$ cat config.mk
export PLATFORM = sky130hd
export DESIGN_NAME = rend_ctrl
export DESIGN_NICKNAME = d
export VERILOG_FILES = /design/src/rtl/rend_pkg.sv /design/src/rtl/rend_ctrl.sv
export VERILOG_INCLUDE_DIRS = /design/src /design/src/rtl
export SDC_FILE = /design/constraint.sdc
export NUM_CORES = 1
export LEC_CHECK = 0
export ABC_AREA = 1
export BUFFER_PORTS_ARGS = -buffer_cell sky130_fd_sc_hd__buf_2
export CAP_MARGIN = 20
export CELL_PAD_IN_SITES_DETAIL_PLACEMENT = 0
export CELL_PAD_IN_SITES_GLOBAL_PLACEMENT = 1
export CORE_MARGIN = 4
export CORE_UTILIZATION = 28
export CTS_CLUSTER_DIAMETER = 200
export CTS_CLUSTER_SIZE = 14
export DETAILED_ROUTE_END_ITERATION = 16
export PLACE_DENSITY = 0.85
export SYNTH_ARGS = -nofsm -noshare
export SYNTH_HDL_FRONTEND = slang
export SYNTH_SLANG_ARGS = --single-unit
$ cat constraint.sdc
create_clock -name clk -period 1.5 [get_ports clk]
set_input_delay 0.45 -clock clk [delete_from_list [all_inputs] [get_ports clk]]
set_output_delay 0.45 -clock clk [all_outputs]
set_load 0.03 [all_outputs]
$ cat src/rtl/rounded_euclidean_node_distance_macros.svh
// Assertion macros shared by the node distance RTL.
// Needs clk and rst_n in the scope of the module that uses them.
`ifndef ROUNDED_EUCLIDEAN_NODE_DISTANCE_MACROS_SVH
`define ROUNDED_EUCLIDEAN_NODE_DISTANCE_MACROS_SVH
`ifndef SYNTHESIS
// same-cycle implication, disabled during reset
`define REND_ASSERT_IMP(label, ante, cons, msg) \
  label: assert property (@(posedge clk) disable iff (!rst_n) (ante) |-> (cons)) \
    else $error(msg);
// next-cycle implication, disabled during reset
`define REND_ASSERT_NXT(label, ante, cons, msg) \
  label: assert property (@(posedge clk) disable iff (!rst_n) (ante) |=> (cons)) \
    else $error(msg);
`else
`define REND_ASSERT_IMP(label, ante, cons, msg)
`define REND_ASSERT_NXT(label, ante, cons, msg)
`endif
`endif

$ cat src/rtl/rend_pkg.sv
// Types and constants for the rounded Euclidean node distance block.
// Used by rend_ctrl, rend_dp and the top level; depends on nothing.
`timescale 1ns / 1ps
`default_nettype none

package rend_pkg;

  localparam int NODE_W  = 10;
  localparam int FIELD_W = 32;
  localparam int DIST_W  = 25;

  localparam logic ACT_LOAD  = 1'b0;
  localparam logic ACT_QUERY = 1'b1;

  localparam logic MODE_EUC_2D = 1'b0;
  localparam logic MODE_EUC_3D = 1'b1;

  typedef enum logic [1:0] {
    AXIS_X,
    AXIS_Y,
    AXIS_Z
  } axis_t;

  typedef struct packed {
    logic  load_wr;
    logic  rd_a;
    logic  rd_b;
    logic  cap_a;
    logic  cap_diff;
    logic  mul_en;
    axis_t mul_axis;
    logic  mul_hi;
    logic  acc_en;
    logic  sq_start;
    logic  sq_step;
    logic  out_load;
  } rend_cmd_t;

  typedef struct packed {
    logic sq_last;
  } rend_sts_t;

endpackage

`default_nettype wire

$ cat src/rtl/rend_ctrl.sv
// Controller: sequences a query through read, square and root steps,
// holds the mode register and the result valid flag. Uses rend_pkg.
`timescale 1ns / 1ps
`default_nettype none
`include "rounded_euclidean_node_distance_macros.svh"

module rend_ctrl (
  input  wire                  clk,
  input  wire                  rst_n,
  input  wire                  in_valid,
  output logic                 in_stall,
  input  wire                  in_action,
  output logic                 out_valid,
  input  wire                  out_stall,
  input  wire                  cfg_valid,
  output logic                 cfg_ready,
  input  wire                  cfg_use_third_axis,
  output rend_pkg::rend_cmd_t  cmd,
  input  rend_pkg::rend_sts_t  sts
);
  import rend_pkg::*;

  typedef enum logic [2:0] {
    ST_IDLE,
    ST_RD_B,
    ST_DIFF,
    ST_MUL,
    ST_DRAIN,
    ST_SQ_INIT,
    ST_SQRT,
    ST_FIN
  } state_t;

  state_t     state_r, state_nxt;
  logic [2:0] mcnt_r, mcnt_nxt;
  logic       use3_r, use3_nxt;
  logic       out_valid_r, out_valid_nxt;
  logic       accept;
  logic       out_free;
  logic [2:0] mcnt_last;

  assign in_stall  = (state_r != ST_IDLE);
  assign accept    = in_valid && !in_stall;
  assign out_free  = !out_valid_r || !out_stall;
  assign cfg_ready = 1'b1;
  assign out_valid = out_valid_r;
  // two partial products per axis
  assign mcnt_last = (use3_r == MODE_EUC_3D) ? 3'd5 : 3'd3;

  always_comb begin
    state_nxt     = state_r;
    mcnt_nxt      = mcnt_r;
    use3_nxt      = use3_r;
    out_valid_nxt = out_valid_r;
    cmd           = '0;
    cmd.mul_axis  = axis_t'(mcnt_r[2:1]);
    cmd.mul_hi    = mcnt_r[0];

    if (cfg_valid && cfg_ready) begin
      use3_nxt = cfg_use_third_axis;
    end
    if (out_valid_r && !out_stall) begin
      out_valid_nxt = 1'b0;
    end

    unique case (state_r)
      ST_IDLE: begin
        if (accept) begin
          if (in_action == ACT_QUERY) begin
            cmd.rd_a  = 1'b1;
            state_nxt = ST_RD_B;
          end else begin
            cmd.load_wr = 1'b1;
          end
        end
      end
      ST_RD_B: begin
        cmd.cap_a = 1'b1;
        cmd.rd_b  = 1'b1;
        state_nxt = ST_DIFF;
      end
      ST_DIFF: begin
        cmd.cap_diff = 1'b1;
        mcnt_nxt     = '0;
        state_nxt    = ST_MUL;
      end
      ST_MUL: begin
        cmd.mul_en = 1'b1;
        cmd.acc_en = (mcnt_r != '0);
        mcnt_nxt   = mcnt_r + 3'd1;
        if (mcnt_r == mcnt_last) begin
          state_nxt = ST_DRAIN;
        end
      end
      ST_DRAIN: begin
        cmd.acc_en = 1'b1;
        state_nxt  = ST_SQ_INIT;
      end
      ST_SQ_INIT: begin
        cmd.sq_start = 1'b1;
        state_nxt    = ST_SQRT;
      end
      ST_SQRT: begin
        cmd.sq_step = 1'b1;
        if (sts.sq_last) begin
          state_nxt = ST_FIN;
        end
      end
      ST_FIN: begin
        // hold until the result register is free
        if (out_free) begin
          cmd.out_load  = 1'b1;
          out_valid_nxt = 1'b1;
          state_nxt     = ST_IDLE;
        end
      end
      default: state_nxt = ST_IDLE;
    endcase
  end

  always_ff @(posedge clk) begin
    if (!rst_n) begin
      state_r     <= ST_IDLE;
      mcnt_r      <= '0;
      use3_r      <= MODE_EUC_2D;
      out_valid_r <= 1'b0;
    end else begin
      state_r     <= state_nxt;
      mcnt_r      <= mcnt_nxt;
      use3_r      <= use3_nxt;
      out_valid_r <= out_valid_nxt;
    end
  end

  `REND_ASSERT_IMP(a_out_from_fin, $rose(out_valid_r), $past(state_r == ST_FIN),
    "result raised outside the finish step")
  `REND_ASSERT_NXT(a_query_starts, accept && (in_action == ACT_QUERY),
    state_r == ST_RD_B, "accepted query did not start its reads")

endmodule

`default_nettype wire

==> results.toml, run 1 <==
[run_status]
status = "finished with violations"
violations = "negative setup slack"

[global_route]
grt_pass1_vias = 586
grt_pass1_wl_um = 2360
grt_usage_pct = 12.1
antenna_found_initial = 0
grt_max_degree = 6
grt-ovfl-total = 0

[place]
port_buffers = 22
placed_cell_area_um2 = 713
globalplace.congestion = 0.767
dp_hpwl_um = 1020

[clocking]
clkTransAtPathRegs_ns = 0.06
numCtsBuffers = 3
cts_tree = "yes"
clk_latency_ns = 0.25
ctsHtreeMaxLevel = 1
cts_buffer_depth = 2
ctsHoldBuffers = 0
clockRootBuffer = "clkbuf_4"
cts_num_sinks = 8

[floorplan]
die_area_um2 = 2550
design.core.area_um2 = 1730
floorplan.initialDensity_pct = 29.3
ios = 24
rows = 15
die_height_um = 50.5
die_x_um = 50.5

[route]
dr.pass1.iters = 6
wl_um = 1360
routedWlPerCell_um = 9.83
ant_nets = 0
via_per_inst = 4.38
remaining_drc_errors = 0
drt_iter0_drc = 10
dr_total_vias = 605

[timing]
rsz0062_at_grt = "yes"
fin_tns_setup_ns = -0.701
finalHoldViolCount = 0
whs_ns = 0.424
fin_skew_ns = 0.00153
timing.fmax_ghz = 0.615
drv_slew = 0
min_period_ns = 1.63
setup_slack_ns = -0.126
finalCritPeriodShare_pct = 108
setup_violations = 9

[synthesis]
synth.yosys.warnings = 0
ys.flop_type = "dfxtp_1"
syn_area_per_cell_um2 = 6.48
synth_top_area_share_pct = 31.7
async_flop_share_pct = 0
yosysTopAreaCell = "dfxtp_1"
netlist_instances = 78
syn_area_um2 = 505
synth_edf_count = 0
synth.top_cells.by_area = "dfxtp_1 32%, nand2_1 16%, nor2_1 8.2%"
synth_common_cells = "21 x nand2_1, 11 x nor2_1, 9 x inv_1, 8 x dfxtp_1, 6 x a21oi_1"
yosysMostFrequentCell = "nand2_1"
ys_seq_elements = 8
mappedNetlistNets = 88
seq_area_frac_synth_pct = 31.7
ys_types = 20

[worst_setup_path]
criticalPathCategory = "flip-flop to primary output"
cp.required_ns = 1.05
startpoint_type = "flip-flop"
worstPathArrival_ns = 1.18
crit_fanout = 4
endpoint_kind = "primary output"

[flow_run]
maxCapViolations = 0

[cells_and_area]
nets = 125
drive_above_1_share_pct = 54.9
n_antenna_cell = 0
regArea_um2 = 171
fill_cells = 187
final_area_um2 = 862
area_delta_synth_final_pct = 70.5
multi_input_area_um2 = 344
final_util_pct = 49.9

[hold_path]
hp-class = "primary input to flip-flop"

[power]
power_leakage_uw = 0.000438
ir_worst_vdd_v = 0.000519
power.total_uw = 931
power_density_nw_per_um2 = 1080
[placed cells by master, fill, tap and decap left out]
master	Yosys	final
nor2_4	0	4
nand2_4	0	1
conb_1	1	1
clkbuf_4	0	3
nand3_2	1	1
dfxtp_1	8	3
nand2_1	21	19
o21ai_0	1	1
inv_1	9	7
a211oi_2	1	1
dfxtp_2	0	3
inv_2	2	4
or2_4	0	1
nand2_2	2	3
a21oi_1	6	6
nor2_1	11	7
ha_1	2	2
buf_6	0	7
buf_2	0	12
nor2_2	3	3
buf_4	2	15
o21bai_1	1	1
nand4_1	1	1
dfxtp_4	0	2
nand3_1	3	3
nor3b_4	0	1
a22o_2	0	1
[path summary, 6_finish.rpt]
check	start	endpoint	slack [ns]	depth (start not counted)
hold / removal	cfg_use_third_axis	use3_r	0.42	3
setup / recovery	state_r[0]	cmd[10]	-0.13	4
setup reg to reg	state_r[2]	state_r[1]	0.26	8
hold reg to reg	out_valid	out_valid	0.51	2
[repair_timing]
item	4_1_cts	5_1_grt
resized for setup	26	4
setup buffers	5	1
pin swaps	6	1
endpoints found under the setup margin	11	11
[state kept, by name (all words and copies together), names as in the netlist]
signal / cells
use3_r: 1
out_valid: 1
mcnt_r: 3
state_r: 3
[worst max-delay path, cell delays in order (launching register included)]
cell and delay (ns):
dfxtp_4 0.37, inv_1 0.06, or2_4 0.25, nor2_4 0.11, buf_6 0.14
[report_power, final]
group	internal (uW)	total (uW)	switching (uW)
Sequential	242	270	28.7
Combinational	207	492	285
Clock	91.8	169	76.9
[metrics by stage]
stage | cells | setup slack, ns
4_1_cts | 137 | -0.130
5_1_grt | 138 | -0.197
3_3_place_gp | 129 | 0.0414
6_report | 138 | -0.126
2_1_floorplan | 78 | -0.0694
3_5_place_dp | 129 | 0.0397
[kinds of logic (layout without fill, tap and decap cells)]
group,count (synthesis),in the layout,share of synthesized area (%)
simple gates,44,44,38.9
buf+inv,13,48,11.1
compound gates,10,10,12.6
flops,8,8,31.7
fa+ha+maj,2,2,4.95
other cells,1,1,0.742
[per-layer routing]
layer  global-route usage [%]  wire [um]  vias to the layer above
met5                        0          0                        -
met4                     7.62          9                        0
met3                     3.56        115                        2
met2                     19.6        634                       28
met1                     13.8        597                      258
li1                         -          -                      317
[cell type report]
class,count,share of cell area [%]
Sequential cell,8,19.9
Clock buffer,3,2.61
Tap cell,25,3.63
Timing Repair Buffer,34,29.2
Multi-Input combinational cell,57,39.9
Inverter,11,4.79
Power figures use the tool's default switching activity.
==> run 2: changes to the inputs <==
- CORE_UTILIZATION: 28 -> 30
- CTS_BUF_LIST: default -> sky130_fd_sc_hd__clkbuf_2
- PLACE_DENSITY: 0.85 -> 0.89
==> results.toml, run 2 (synthesis results as in run 1) <==
[floorplan]
ios = 24
floorplan.initialDensity_pct = 32.8
rows = 14
die_area_um2 = 2410
design.core.area_um2 = 1540
die_x_um = 49.1
die_height_um = 49.1

[cells_and_area]
regArea_um2 = 174
reg_top3 = "mcnt_r x3, state_r x3"
drive_above_1_share_pct = 55.5
multi_input_area_um2 = 347
fill_cells = 163
final_cell_mix = "18 x nand2_1, 11 x buf_2, 11 x buf_4"
final_common_cell = "nand2_1"
n_antenna_cell = 0
nets = 122
area_delta_synth_final_pct = 65.3

[timing]
min_period_ns = 1.61
finalHoldViolCount = 0
setup_slack_ns = -0.111
setup_violations = 8
fin_skew_ns = 0.00866
rsz0062_at_grt = "yes"
finalCritPeriodShare_pct = 107
timing.fmax_ghz = 0.621
drv_slew = 0
fin_tns_setup_ns = -0.579

[place]
dp_hpwl_um = 996
globalplace.congestion = 0.734
port_buffers = 22
place_ws_ns = 0.00727

[power]
power_density_nw_per_um2 = 1090
power_leakage_uw = 0.000425
ir_worst_vdd_v = 0.000384

[worst_setup_path]
critPathMaxStageDelay_ns = 0.37
cp.required_ns = 1.05
crit_fanout = 4
cpMaxStageDelayCell = "dfxtp_4"
criticalPathCategory = "flip-flop to primary output"
endpoint_kind = "primary output"
timing.critical_path.cells = "nor2_4, nand2_4, nor3b_4, buf_6"
cp_top_family = "simple AND/OR/NAND/NOR gates"
startpoint_type = "flip-flop"
cp.buffers_inverters = 1
worstPathArrival_ns = 1.16

[clocking]
cts_tree = "yes"
clockRootBuffer = "clkbuf_2"
ctsHtreeMaxLevel = 1
numCtsBuffers = 3
cts_buffer_depth = 2
clk_latency_ns = 0.24
clkTransAtPathRegs_ns = 0.08
cts_num_sinks = 8

[route]
dr_total_vias = 583
drt_iter0_drc = 7
remaining_drc_errors = 0
routedWlPerCell_um = 9.83
wl_um = 1240
ant_nets = 0
dr.pass1.iters = 3
via_per_inst = 4.63

[hold_path]
hp-class = "primary input to flip-flop"

[global_route]
grt-ovfl-total = 0
antenna_found_initial = 0
grt_pass1_wl_um = 2140
grt_pass1_vias = 543
grt_max_degree = 7
grt_usage_pct = 10.8

[flow_run]
maxCapViolations = 0

[run_status]
status = "finished with violations"
violations = "negative setup slack"
[run 2: worst min-delay path: cells and delay by family]
| family | cells | cell delay, ns |
|---|---|---|
| AO/OA/AOI/OAI | 1 | 0.05 |
| buffers and inverters | 1 | 0.07 |
| AND/OR/NAND/NOR | 1 | 0.07 |
[run 2: routing by layer]
layer  up-vias  share of wire (%)  track usage (%)
met2        19                 50             18.3
met3         2                4.6             2.45
met1       254                 44             12.5
li1        308                  -                -
met5         -                  0                0
met4         0                1.2             5.38
[run 2: metrics by stage]
stage | cells | utilization [%] | cell area (um2) | total power [uW] | hold slack (ns)
after floorplan | 78 | - | 546 | 564 | 0.526
after global placement | 118 | 44.6 | 687 | 656 | 0.482
after detailed placement | 118 | 44.6 | 687 | 661 | 0.489
after CTS | 124 | 51.2 | 790 | 864 | 0.427
after global routing | 126 | 54.2 | 836 | 974 | 0.442
final | 126 | 54.2 | 836 | 915 | 0.434
[run 2: repair_timing]
action,in CTS,in global routing
hold buffers,0,0
resized for setup,24,14
buffers inserted,3,2
setup endpoints to repair,11,11
pin swaps,5,0
[run 2: final cells by class]
type                    instances  share of cell area, %
flip-flops and latches          8                   20.8
repair buffers                 31                   28.6
clock buffers                   3                   1.80
well taps                      16                   2.40
multi-input cells              57                   41.5
inverters                      11                   4.94
[run 2: where the power goes]
group	internal (uW)	total [uW]	switching (uW)
Clock	54.6	129	74.1
Sequential	241	277	36.2
Combinational	225	509	285
Total	520	915	395
[run 2: worst paths after layout]
kind,from,to,slack [ns],cells after the start
setup / recovery,state_r[0],cmd[12],-0.11,4
hold / removal,cfg_use_third_axis,use3_r,0.43,3
setup reg to reg,state_r[1],state_r[1],0.29,8
hold reg to reg,mcnt_r[0],mcnt_r[0],0.50,3
==> run 3: changes to the inputs <==
- ABC_AREA: 1 -> default
- CORE_MARGIN: 4 -> 2
- CORE_UTILIZATION: 30 -> 33
- PLACE_DENSITY: 0.89 -> 0.9
==> results.toml, run 3 <==
[timing]
finalCritPeriodShare_pct = 110
whs_ns = 0.416
fin_skew_ns = 0.0131
min_period_ns = 1.65
drv_slew = 0
finalHoldViolCount = 0
setup_slack_ns = -0.153
timing.fmax_ghz = 0.605
fin_tns_setup_ns = -1.06
setup_violations = 10
rsz0062_at_grt = "yes"

[synthesis]
mappedNetlistNets = 76
netlist_instances = 66
ys_seq_elements = 8
synth.yosys.warnings = 0
seq_area_frac_synth_pct = 29.6
async_flop_share_pct = 0
synth_edf_count = 0
synth_common_cells = "8 x dfxtp_1, 8 x nand2_1, 6 x a21oi_1, 5 x nor2_1"
synth_top_area_share_pct = 29.6
yosysTopAreaCell = "dfxtp_1"
ys.flop_type = "dfxtp_1"
syn_area_um2 = 542
ys_types = 32
synth.top_cells.by_area = "dfxtp_1 30%, a21oi_1 5.5%, nand2_1 5.5%"
syn_area_per_cell_um2 = 8.21

[place]
dp_hpwl_um = 1000
dpl.cell_count = 110
placed_cell_area_um2 = 785
globalplace.congestion = 0.788
port_buffers = 22

[power]
power_density_nw_per_um2 = 770
ir_worst_vdd_v = 0.000416
power.total_uw = 822
power_leakage_uw = 0.000519

[floorplan]
die_x_um = 44.5
ios = 24
die_height_um = 44.5
floorplan.initialDensity_pct = 35.6
design.core.area_um2 = 1520
die_area_um2 = 1980
rows = 14

[route]
dr.pass1.iters = 4
ant_nets = 0
remaining_drc_errors = 0
dr_total_vias = 665
wl_um = 1660
routedWlPerCell_um = 12.9
via_per_inst = 5.16
drt_iter0_drc = 4

[global_route]
grt_use_met1_pct = 19.4
antenna_found_initial = 0
top_usage_layer = "met2"
met3_usage_pct = 3.67
grt_usage_pct = 16.9
grt_pass1_vias = 586
grt-ovfl-total = 0
met2_usage_pct = 29.0
grt_max_degree = 9
grt_pass1_wl_um = 2400

[hold_path]
hp-class = "primary input to flip-flop"

[cells_and_area]
final_common_cell = "buf_4"
drive_above_1_share_pct = 70.8
n_antenna_cell = 0
fill_cells = 102
reg_top3 = "mcnt_r x3, state_r x3"
final_area_um2 = 1070
final_cells = 129
nets = 124
area_delta_synth_final_pct = 97.0
final_cell_mix = "19 x buf_4, 16 x buf_6, 12 x buf_2"

[worst_setup_path]
cp.required_ns = 1.05
crit_fanout = 6
criticalPathCategory = "flip-flop to primary output"
worstPathArrival_ns = 1.20
endpoint_kind = "primary output"
startpoint_type = "flip-flop"

[flow_run]
maxCapViolations = 0

[clocking]
cts_num_sinks = 8
ctsHoldBuffers = 0
ctsHtreeMaxLevel = 1
numCtsBuffers = 3
clkTransAtPathRegs_ns = 0.09
cts_tree = "yes"
clk_latency_ns = 0.26
cts_buffer_depth = 2
clockRootBuffer = "clkbuf_2"

[run_status]
status = "finished with violations"
violations = "negative setup slack"
run 3: worst max-delay path: stages, from the launching register on:
cell and delay (ns):
dfxtp_4 0.38, nor2_4 0.15, nand2_4 0.08, nor3b_4 0.18, buf_6 0.15
run 3: metal layers:
layer / vias to the layer above / wire length (um)
met5: - / 0
met1: 317 / 720
met4: 0 / 33
met2: 19 / 845
met3: 5 / 62
li1: 324 / -
run 3: area by class of cell:
cell class	instances	area [um2]	area share [%]
clock buffers	4	20.0	1.88
inverters	5	21.3	1.99
multi-input cells	49	444	41.6
flip-flops and latches	8	179	16.8
well taps	16	20.0	1.88
repair buffers	47	383	35.9
run 3: what timing repair did:
item | 4_1_cts | 5_1_grt
gates resized for setup | 40 | 4
pin swaps | 5 | 2
endpoints found under the setup margin | 11 | 12
buffers inserted | 9 | 6
run 3: final timing paths:
kind                                         start          to  slack [ns]  depth (start not counted)
worst max register to register          state_r[2]  state_r[0]        0.06                          6
worst max-delay path                    state_r[0]     cmd[12]       -0.15                          4
worst min register to register           mcnt_r[0]   mcnt_r[0]        0.53                          3
worst min-delay path            cfg_use_third_axis      use3_r        0.42                          3
run 3: power breakdown:
part,switching [uW],leakage [uW],internal [uW]
registers,25.9,0.0000688,225
clock network,87.1,0.0000166,70.7
logic,204,0.000433,209
total,317,0.000519,505
run 3: stage by stage:
stage                     utilization [%]  worst slack (ns)
after floorplan                         -           -0.0326
after detailed placement             51.5            0.0276
after global placement               51.5            0.0416
after global routing                 70.0            -0.195
final                                70.0            -0.153
after CTS                            65.7            -0.137
run 3: kinds of logic after synthesis:
group	Yosys count	synth area share (%)
DFF	8	29.6
adders and majority gates	2	4.62
xor gates and xnor gates	1	1.62
other	1	0.692
buffers and inverters	9	9.23
and+or+nand+nor	28	32.1
AOI/OAI and AO/OA	16	20.3
muxes	1	1.85
